File: src/osgsd_pkg.sv
// ----------------------------------------------------------------------------
// osgsd_pkg: shared types for the o2 sensor short-to-ground diagnosis
// request and result payloads, configuration bundle and counter constants
// ----------------------------------------------------------------------------
`timescale 1ns / 1ps
`default_nettype none

package osgsd_pkg;

    // both diagnosis counters saturate at this value
    localparam logic [15:0] CNT_CAP = 16'd52428;
    // effective filter gain ceiling
    localparam logic [7:0] GAIN_CAP = 8'd255;

    localparam int CFG_ADDR_W = 5;
    localparam int CFG_DATA_W = 32;

    typedef struct packed {
        logic [15:0] sensor_voltage;
        logic [15:0] emission_sum;
        logic [7:0]  coolant_temp;
        logic        auto_fuel_active;
        logic        engine_stable;
        logic        vehicle_running;
        logic        inhibit_ground_diag;
        logic        inhibit_electrical_diag;
    } sample_t;

    typedef struct packed {
        logic [15:0] filtered_voltage;
        logic        fault_detected;
        logic        monitor_ran;
    } result_t;

    typedef struct packed {
        logic [7:0]  filter_gain;
        logic [15:0] gas_flow_delay;
        logic [15:0] low_voltage_threshold;
        logic [15:0] emission_limit;
        logic [7:0]  coolant_min;
        logic [15:0] confirm_delay;
    } cfg_t;

endpackage

`default_nettype wire

File: src/osgsd_cfg.sv
// ----------------------------------------------------------------------------
// osgsd_cfg: configuration register file
// apb-style write and read access to the six diagnosis settings
// ----------------------------------------------------------------------------
`timescale 1ns / 1ps
`default_nettype none

module osgsd_cfg
(
    input  wire logic                                clk,
    input  wire logic                                rst_n,
    input  wire logic                                psel,
    input  wire logic                                penable,
    input  wire logic                                pwrite,
    input  wire logic [osgsd_pkg::CFG_ADDR_W-1:0]    paddr,
    input  wire logic [osgsd_pkg::CFG_DATA_W-1:0]    pwdata,
    output logic      [osgsd_pkg::CFG_DATA_W-1:0]    prdata,
    output logic                                     pready,
    output osgsd_pkg::cfg_t                          cfg
);

    typedef enum logic [2:0] {
        REG_FILTER_GAIN   = 3'd0,
        REG_GAS_DELAY     = 3'd1,
        REG_LOW_THRESHOLD = 3'd2,
        REG_EMISSION_LIM  = 3'd3,
        REG_COOLANT_MIN   = 3'd4,
        REG_CONFIRM_DELAY = 3'd5
    } reg_index_t;

    osgsd_pkg::cfg_t cfg_reg;
    osgsd_pkg::cfg_t cfg_next;
    logic [2:0]      index;
    logic            wr_en;

    assign index  = paddr[4:2];
    assign wr_en  = psel && penable && pwrite;
    assign pready = 1'b1;
    assign cfg    = cfg_reg;

    always_comb
    begin
        cfg_next = cfg_reg;
        if (wr_en)
        begin
            case (index)
                REG_FILTER_GAIN:   cfg_next.filter_gain           = pwdata[7:0];
                REG_GAS_DELAY:     cfg_next.gas_flow_delay        = pwdata[15:0];
                REG_LOW_THRESHOLD: cfg_next.low_voltage_threshold = pwdata[15:0];
                REG_EMISSION_LIM:  cfg_next.emission_limit        = pwdata[15:0];
                REG_COOLANT_MIN:   cfg_next.coolant_min           = pwdata[7:0];
                REG_CONFIRM_DELAY: cfg_next.confirm_delay         = pwdata[15:0];
                default:           cfg_next = cfg_reg;
            endcase
        end
    end

    always_comb
    begin
        case (index)
            REG_FILTER_GAIN:   prdata = {24'd0, cfg_reg.filter_gain};
            REG_GAS_DELAY:     prdata = {16'd0, cfg_reg.gas_flow_delay};
            REG_LOW_THRESHOLD: prdata = {16'd0, cfg_reg.low_voltage_threshold};
            REG_EMISSION_LIM:  prdata = {16'd0, cfg_reg.emission_limit};
            REG_COOLANT_MIN:   prdata = {24'd0, cfg_reg.coolant_min};
            REG_CONFIRM_DELAY: prdata = {16'd0, cfg_reg.confirm_delay};
            default:           prdata = '0;
        endcase
    end

    always_ff @(posedge clk or negedge rst_n)
    begin
        if (!rst_n)
        begin
            cfg_reg.filter_gain           <= 8'd0;
            cfg_reg.gas_flow_delay        <= osgsd_pkg::CNT_CAP;
            cfg_reg.low_voltage_threshold <= 16'd0;
            cfg_reg.emission_limit        <= 16'hFFFF;
            cfg_reg.coolant_min           <= 8'd0;
            cfg_reg.confirm_delay         <= osgsd_pkg::CNT_CAP;
        end
        else
        begin
            cfg_reg <= cfg_next;
        end
    end

endmodule

`default_nettype wire

File: src/osgsd_filter.sv
// ----------------------------------------------------------------------------
// osgsd_filter: first-order low-pass update
// moves the 16.16 filter memory toward the new sample by g/256 of the gap
// ----------------------------------------------------------------------------
`timescale 1ns / 1ps
`default_nettype none

module osgsd_filter
(
    input  wire logic [31:0] mem,
    input  wire logic [15:0] sample_voltage,
    input  wire logic [7:0]  gain,
    output logic      [31:0] mem_next
);

    logic [31:0] target;
    logic        rising;
    logic [31:0] gap;
    logic [7:0]  g;
    logic [39:0] product;
    logic [31:0] delta;

    assign target = {sample_voltage, 16'd0};
    assign rising = (target >= mem);
    assign gap    = rising ? (target - mem) : (mem - target);
    // gain + 1, saturating
    assign g      = (gain == osgsd_pkg::GAIN_CAP) ? osgsd_pkg::GAIN_CAP : (gain + 8'd1);

    assign product = {8'd0, gap} * {32'd0, g};
    assign delta   = product[39:8];

    // delta never exceeds the gap, so neither direction wraps
    assign mem_next = rising ? (mem + delta) : (mem - delta);

endmodule

`default_nettype wire

File: src/oxygen_sensor_ground_short_diag_unit.sv
// ----------------------------------------------------------------------------
// oxygen_sensor_ground_short_diag_unit: o2 sensor short-to-ground diagnosis
// filters the upstream sensor voltage and confirms a short to ground
// ----------------------------------------------------------------------------
// usage
//   sample channel (sample_valid / sample_stall / sample) carries one tick:
//   raw voltage plus engine conditions. result channel (result_valid /
//   result_stall / result) returns one result per request, in order.
//   a request is first taken into the input register and then moved into
//   the result register, where result_valid rises; a stall can hold it.
//   one request per cycle while the receiver does not stall; the filter
//   update, both counters and the fault decision all resolve in
//   one combinational pass between the input register and the result reg.
//   when the receiver stalls, the pending result holds and one more request
//   is taken into the input register; only then does sample_stall rise.
//   reset clears the filter memory, loads both counters with the cap, sets
//   the default settings and drops requests in flight. the user is to write
//   settings over the apb port only with no request in flight; the block does not enforce this.
// ----------------------------------------------------------------------------
`timescale 1ns / 1ps
`default_nettype none

module oxygen_sensor_ground_short_diag_unit
(
    input  wire logic                                clk,
    input  wire logic                                rst_n,
    // request channel
    input  wire logic                                sample_valid,
    output logic                                     sample_stall,
    input  wire osgsd_pkg::sample_t                  sample,
    // result channel
    output logic                                     result_valid,
    input  wire logic                                result_stall,
    output osgsd_pkg::result_t                       result,
    // configuration
    input  wire logic                                psel,
    input  wire logic                                penable,
    input  wire logic                                pwrite,
    input  wire logic [osgsd_pkg::CFG_ADDR_W-1:0]    paddr,
    input  wire logic [osgsd_pkg::CFG_DATA_W-1:0]    pwdata,
    output logic      [osgsd_pkg::CFG_DATA_W-1:0]    prdata,
    output logic                                     pready
);

    // countdown outcome: new count and expiry flag
    typedef struct packed {
        logic [15:0] count;
        logic        expired;
    } cnt_step_t;

    // saturating countdown; expires on reaching zero and stays there
    function automatic cnt_step_t count_down(input logic [15:0] cnt);
        cnt_step_t r;
        if (cnt > osgsd_pkg::CNT_CAP)
        begin
            r.count   = osgsd_pkg::CNT_CAP;
            r.expired = 1'b0;
        end
        else if (cnt > 16'd1)
        begin
            r.count   = cnt - 16'd1;
            r.expired = 1'b0;
        end
        else
        begin
            r.count   = 16'd0;
            r.expired = 1'b1;
        end
        return r;
    endfunction

    function automatic logic [15:0] cap_reload(input logic [15:0] v);
        return (v > osgsd_pkg::CNT_CAP) ? osgsd_pkg::CNT_CAP : v;
    endfunction

    osgsd_pkg::cfg_t    cfg;

    // input register
    logic               s1_valid_reg;
    osgsd_pkg::sample_t s1_data_reg;

    // result register
    logic               out_valid_reg;
    osgsd_pkg::result_t out_data_reg;

    // diagnosis state
    logic [31:0]        filt_mem_reg;
    logic [31:0]        filt_mem_next;
    logic [15:0]        gas_cnt_reg;
    logic [15:0]        gas_cnt_next;
    logic [15:0]        conf_cnt_reg;
    logic [15:0]        conf_cnt_next;
    osgsd_pkg::result_t out_data_next;

    logic               advance;
    cnt_step_t          gas_step;
    cnt_step_t          conf_step;
    logic               gas_enable;
    logic               gas_elapsed;
    logic [15:0]        filt;
    logic               volt_low;
    logic               diag_enable;

    osgsd_cfg u_cfg
    (
        .clk     (clk),
        .rst_n   (rst_n),
        .psel    (psel),
        .penable (penable),
        .pwrite  (pwrite),
        .paddr   (paddr),
        .pwdata  (pwdata),
        .prdata  (prdata),
        .pready  (pready),
        .cfg     (cfg)
    );

    osgsd_filter u_filter
    (
        .mem            (filt_mem_reg),
        .sample_voltage (s1_data_reg.sensor_voltage),
        .gain           (cfg.filter_gain),
        .mem_next       (filt_mem_next)
    );

    // handshake: input register moves on whenever the result slot is free
    assign advance      = s1_valid_reg && (!out_valid_reg || !result_stall);
    assign sample_stall = s1_valid_reg && out_valid_reg && result_stall;
    assign result_valid = out_valid_reg;
    assign result       = out_data_reg;

    // gas transport delay
    assign gas_enable  = s1_data_reg.auto_fuel_active && s1_data_reg.vehicle_running;
    assign gas_step    = count_down(gas_cnt_reg);
    assign gas_elapsed = gas_enable && gas_step.expired;
    assign gas_cnt_next = gas_enable ? gas_step.count : cap_reload(cfg.gas_flow_delay);

    // low voltage check on the freshly updated filter output
    assign filt     = filt_mem_next[31:16];
    assign volt_low = (filt < cfg.low_voltage_threshold);

    assign diag_enable = gas_elapsed
                      && s1_data_reg.engine_stable
                      && (s1_data_reg.emission_sum <= cfg.emission_limit)
                      && !s1_data_reg.inhibit_ground_diag
                      && (s1_data_reg.coolant_temp > cfg.coolant_min);

    assign conf_step = count_down(conf_cnt_reg);

    always_comb
    begin
        out_data_next.filtered_voltage = filt;
        out_data_next.fault_detected   = 1'b0;
        out_data_next.monitor_ran      = 1'b0;
        conf_cnt_next                  = cap_reload(cfg.confirm_delay);
        if (volt_low)
        begin
            if (diag_enable)
            begin
                conf_cnt_next = conf_step.count;
                // confirmed short, unless electrical diagnosis is inhibited
                if (conf_step.expired && !s1_data_reg.inhibit_electrical_diag)
                begin
                    out_data_next.fault_detected = 1'b1;
                    out_data_next.monitor_ran    = 1'b1;
                end
            end
        end
        else
        begin
            // voltage plausible: pass verdict
            out_data_next.monitor_ran = !s1_data_reg.inhibit_electrical_diag;
        end
    end

    always_ff @(posedge clk or negedge rst_n)
    begin
        if (!rst_n)
        begin
            s1_valid_reg  <= 1'b0;
            out_valid_reg <= 1'b0;
            filt_mem_reg  <= 32'd0;
            gas_cnt_reg   <= osgsd_pkg::CNT_CAP;
            conf_cnt_reg  <= osgsd_pkg::CNT_CAP;
        end
        else
        begin
            if (!sample_stall)
            begin
                s1_valid_reg <= sample_valid;
            end
            if (advance)
            begin
                out_valid_reg <= 1'b1;
                filt_mem_reg  <= filt_mem_next;
                gas_cnt_reg   <= gas_cnt_next;
                conf_cnt_reg  <= conf_cnt_next;
            end
            else if (!result_stall)
            begin
                out_valid_reg <= 1'b0;
            end
        end
    end

    // payload registers
    always_ff @(posedge clk)
    begin
        if (!sample_stall && sample_valid)
        begin
            s1_data_reg <= sample;
        end
        if (advance)
        begin
            out_data_reg <= out_data_next;
        end
    end

endmodule

`default_nettype wire

File: config.mk
export PLATFORM = sky130hd
export DESIGN_NAME = oxygen_sensor_ground_short_diag_unit
export DESIGN_NICKNAME = d
export VERILOG_FILES = /design/src/osgsd_pkg.sv /design/src/osgsd_cfg.sv /design/src/osgsd_filter.sv /design/src/oxygen_sensor_ground_short_diag_unit.sv
export SDC_FILE = /design/constraint.sdc
export NUM_CORES = 1
export LEC_CHECK = 0
export BUFFER_PORTS_ARGS = -buffer_cell sky130_fd_sc_hd__buf_2
export CORE_ASPECT_RATIO = 0.75
export CORE_UTILIZATION = 46
export CTS_CLUSTER_DIAMETER = 50
export CTS_CLUSTER_SIZE = 12
export DETAILED_ROUTE_END_ITERATION = 8
export GPL_TIMING_DRIVEN = 0
export PLACE_DENSITY = 0.66
export SLEW_MARGIN = 5
export SYNTH_ARGS = -nofsm -noshare
export SYNTH_HDL_FRONTEND = slang
export SYNTH_SLANG_ARGS = --single-unit
export TNS_END_PERCENT = 20
File: constraint.sdc
create_clock -name clk -period 27.7 [get_ports clk]
set_clock_uncertainty 0.2 [all_clocks]
set_input_delay 2.77 -clock clk [delete_from_list [all_inputs] [get_ports clk]]
set_output_delay 2.77 -clock clk [all_outputs]
set_load 0.02 [all_outputs]
==> impl_metrics.tcl <==
set metrics [dict create \
    status "complete, but fails checks" \
    violations "capacitance limit, slew limit" \
    wl_per_cell_um 20.96 \
    multi_input_area_mm2 0.01559 \
    numCtsBuffers 23 \
    core_mm2 0.04878 \
    grt_pass1_vias 19380 \
    path_max_fanout 10 \
    pin_count 142 \
    yosys_warnings 0 \
    place_congestion 0.9685 \
    finalHoldViolCount 0 \
    post_cts_buffers 0 \
    firstDrtPassIters 8 \
    whs_endpoint "result_valid" \
    overflow 0 \
    yosysSeqAreaShare_pct 24.62 \
    crit_path_max_incr_delay_ns 0.91 \
    rows 70 \
    fmax_ghz 0.05768 \
    antenna_found_initial 0 \
    final_net_count 3216 \
    grt_max_degree 97 \
    crit_required_ns 27.99 \
    syn_inst 2630 \
    synth_area_mm2 0.02277 \
    largest_reg_flops 80 \
    ys_types 90 \
    holdPathStages 1 \
    hold_ws_ns 0.2987 \
    regArea_mm2 0.005605 \
    start_util_pct 46.68 \
    final_common_cell "nor2_1" \
    worst_slew_pin_slew_ns 1.466 \
    synth-seq-cells 209 \
    drcViolationCount 0 \
    crit_slowest_cell "a311oi_1" \
    path_clk_slew_ns 0.07 \
    fin_util_pct 51.14 \
    grt.total_usage_pct 28.58 \
    worst-setup-path-type "flop to flop" \
    grt_pass1_wl_um 112100 \
    hp-class "flop to flop" \
    hpwl_um 58290 \
    cts_resized 0 \
    period_share_pct 62.59 \
    slew_headroom_pct -0.5239 \
    numPortBuffers 106 \
    die_area_mm2 0.05040 \
    routed_via_density 5.879 \
    r2r-end "conf_cnt_reg[5]" \
    syn2layout_area_growth_pct 9.572 \
    r2r_cells 55 \
    worstPathArrival_ns 17.62 \
    synth.avg_cell_area_um2 8.658 \
    synth-edff-count 63 \
    layout_setup_ws_ns 10.36 \
    cts-root-buf "clkbuf_16" \
    rsz0062_at_grt "no" \
    drt_iter0_drc 1979 \
    setup_violations 0 \
    clock-sinks 209 \
    vias 20240 \
    cts.path.max_buffers 3 \
    tritoncts "done" \
    timing.critical_path.to_type "flop" \
    cts_htree_levels 1 \
    die_height_um 194.7 \
    hold_path_startpoint "s1_valid_reg" \
    reg2reg_slack_ns 10.36 \
    drt_wl_total_um 72180 \
    period_minus_slack_ns 17.34 \
    drv_cap 1 \
    final_layout_size_suffix_gt1_share_pct 10.81 \
    antenna_cells 0 \
    start_kind "flop" \
    clk_latency_ns 0.54 \
    layout_common_cells "nor2_1, inv_1, nand2_1" \
    synthFlopType "dfrtp_1" \
    ant_nets 0 \
    setup_tns_ns 0 \
    worstReg2RegStart "s1_data_reg[40]" \
    postSynth.asyncResetShare_pct 69.86 \
    holdBufCountCts 0 \
    cp_common_cell "a21oi_1" \
    slew_viol_final 1 \
    fp.dieW_um 258.9 \
    fillCellCount 4615 \
    place_ws_ns 11.19 \
]
## Yosys cell counts (10+ instances only)
library cell / instances / area [um^2]
nor2_1: 291 / 1092
inv_1: 284 / 1066
nand2_1: 245 / 919.6
fa_1: 181 / 3623
o21ai_0: 180 / 900.9
ha_1: 168 / 2102
a21oi_1: 129 / 645.6
dfrtp_1: 98 / 2452
clkbuf_1: 93 / 349.1
edfxtp_1: 63 / 1892
nor3_1: 63 / 315.3
xnor2_1: 61 / 534.3
mux2_2: 58 / 653.1
a21o_1: 55 / 412.9
xor2_1: 52 / 455.4
dfstp_2: 48 / 1261
nand3_1: 47 / 235.2
nand2b_1: 34 / 212.7
nand4_1: 34 / 212.7
and2_1: 28 / 175.2
a31oi_1: 25 / 156.4
mux2i_1: 25 / 250.2
nor2b_1: 22 / 137.6
and3_1: 21 / 131.4
o21a_1: 20 / 150.1
o21bai_1: 20 / 150.1
o31ai_1: 20 / 150.1
buf_4: 18 / 135.1
nor4_1: 15 / 93.84
o22ai_1: 13 / 81.33
o311ai_0: 13 / 113.9
or3_1: 13 / 81.33
a22oi_1: 12 / 90.09
buf_1: 12 / 45.04
a211oi_1: 11 / 82.58
or2_2: 10 / 62.56
## worst max path at each step
| stage | start | endpoint |
|---|---|---|
| after floorplan | filt_mem_reg[30] | conf_cnt_reg[5] |
| after detailed placement | s1_data_reg[40] | conf_cnt_reg[8] |
| final | s1_data_reg[40] | conf_cnt_reg[5] |
| after global routing | filt_mem_reg[27] | conf_cnt_reg[8] |
| after global placement | s1_data_reg[40] | conf_cnt_reg[8] |
| after CTS | s1_data_reg[40] | conf_cnt_reg[5] |
## layer usage
metal  routed length (um)  global-route usage (%)  vias to the layer above
met3                 7385                   6.834                      101
met4                 1494                   5.764                        0
met1                34310                   44.83                     9980
met5                    0                       0                        -
met2                28990                   39.23                      878
li1                     -                       -                     9284
## final cells by class
type	instances	area share, %
Clock buffer	37	2.603
Tap cell	648	3.250
Inverter	284	4.273
Multi-Input combinational cell	2023	62.49
Sequential cell	209	22.47
Buffer	129	2.272
Clock inverter	5	0.3059
Timing Repair Buffer	108	2.342
## critical path: cells and delay by family (launching register included)
family                     cells  cell delay [ns]
AOI/OAI and AO/OA             21             6.15
adders and majority gates      8             3.37
and+or+nand+nor               14             3.12
buffers and inverters          9             2.58
xor gates and xnor gates       3             1.39
DFF                            1             0.42
## logic make-up after synthesis
kind of cell	synth area share (%)
XOR/XNOR	4.456
AND/OR/NAND/NOR	17.50
multiplexers	4.017
AO/OA/AOI/OAI	17.07
other	0.03298
buffers and inverters	7.165
flip-flops	24.62
adder cells (fa/ha/maj)	25.14
## per-stage QoR
stage / instances / cell area [um^2]
2_1_floorplan: 2645 / 22830
3_3_place_gp: 3399 / 24170
3_5_place_dp: 3401 / 24220
4_1_cts: 3443 / 24950
5_1_grt: 3443 / 24950
6_report: 3443 / 24950
Power is not shown: default switching activity piles up to over one toggle a cycle in this logic, so the estimate is an artifact.
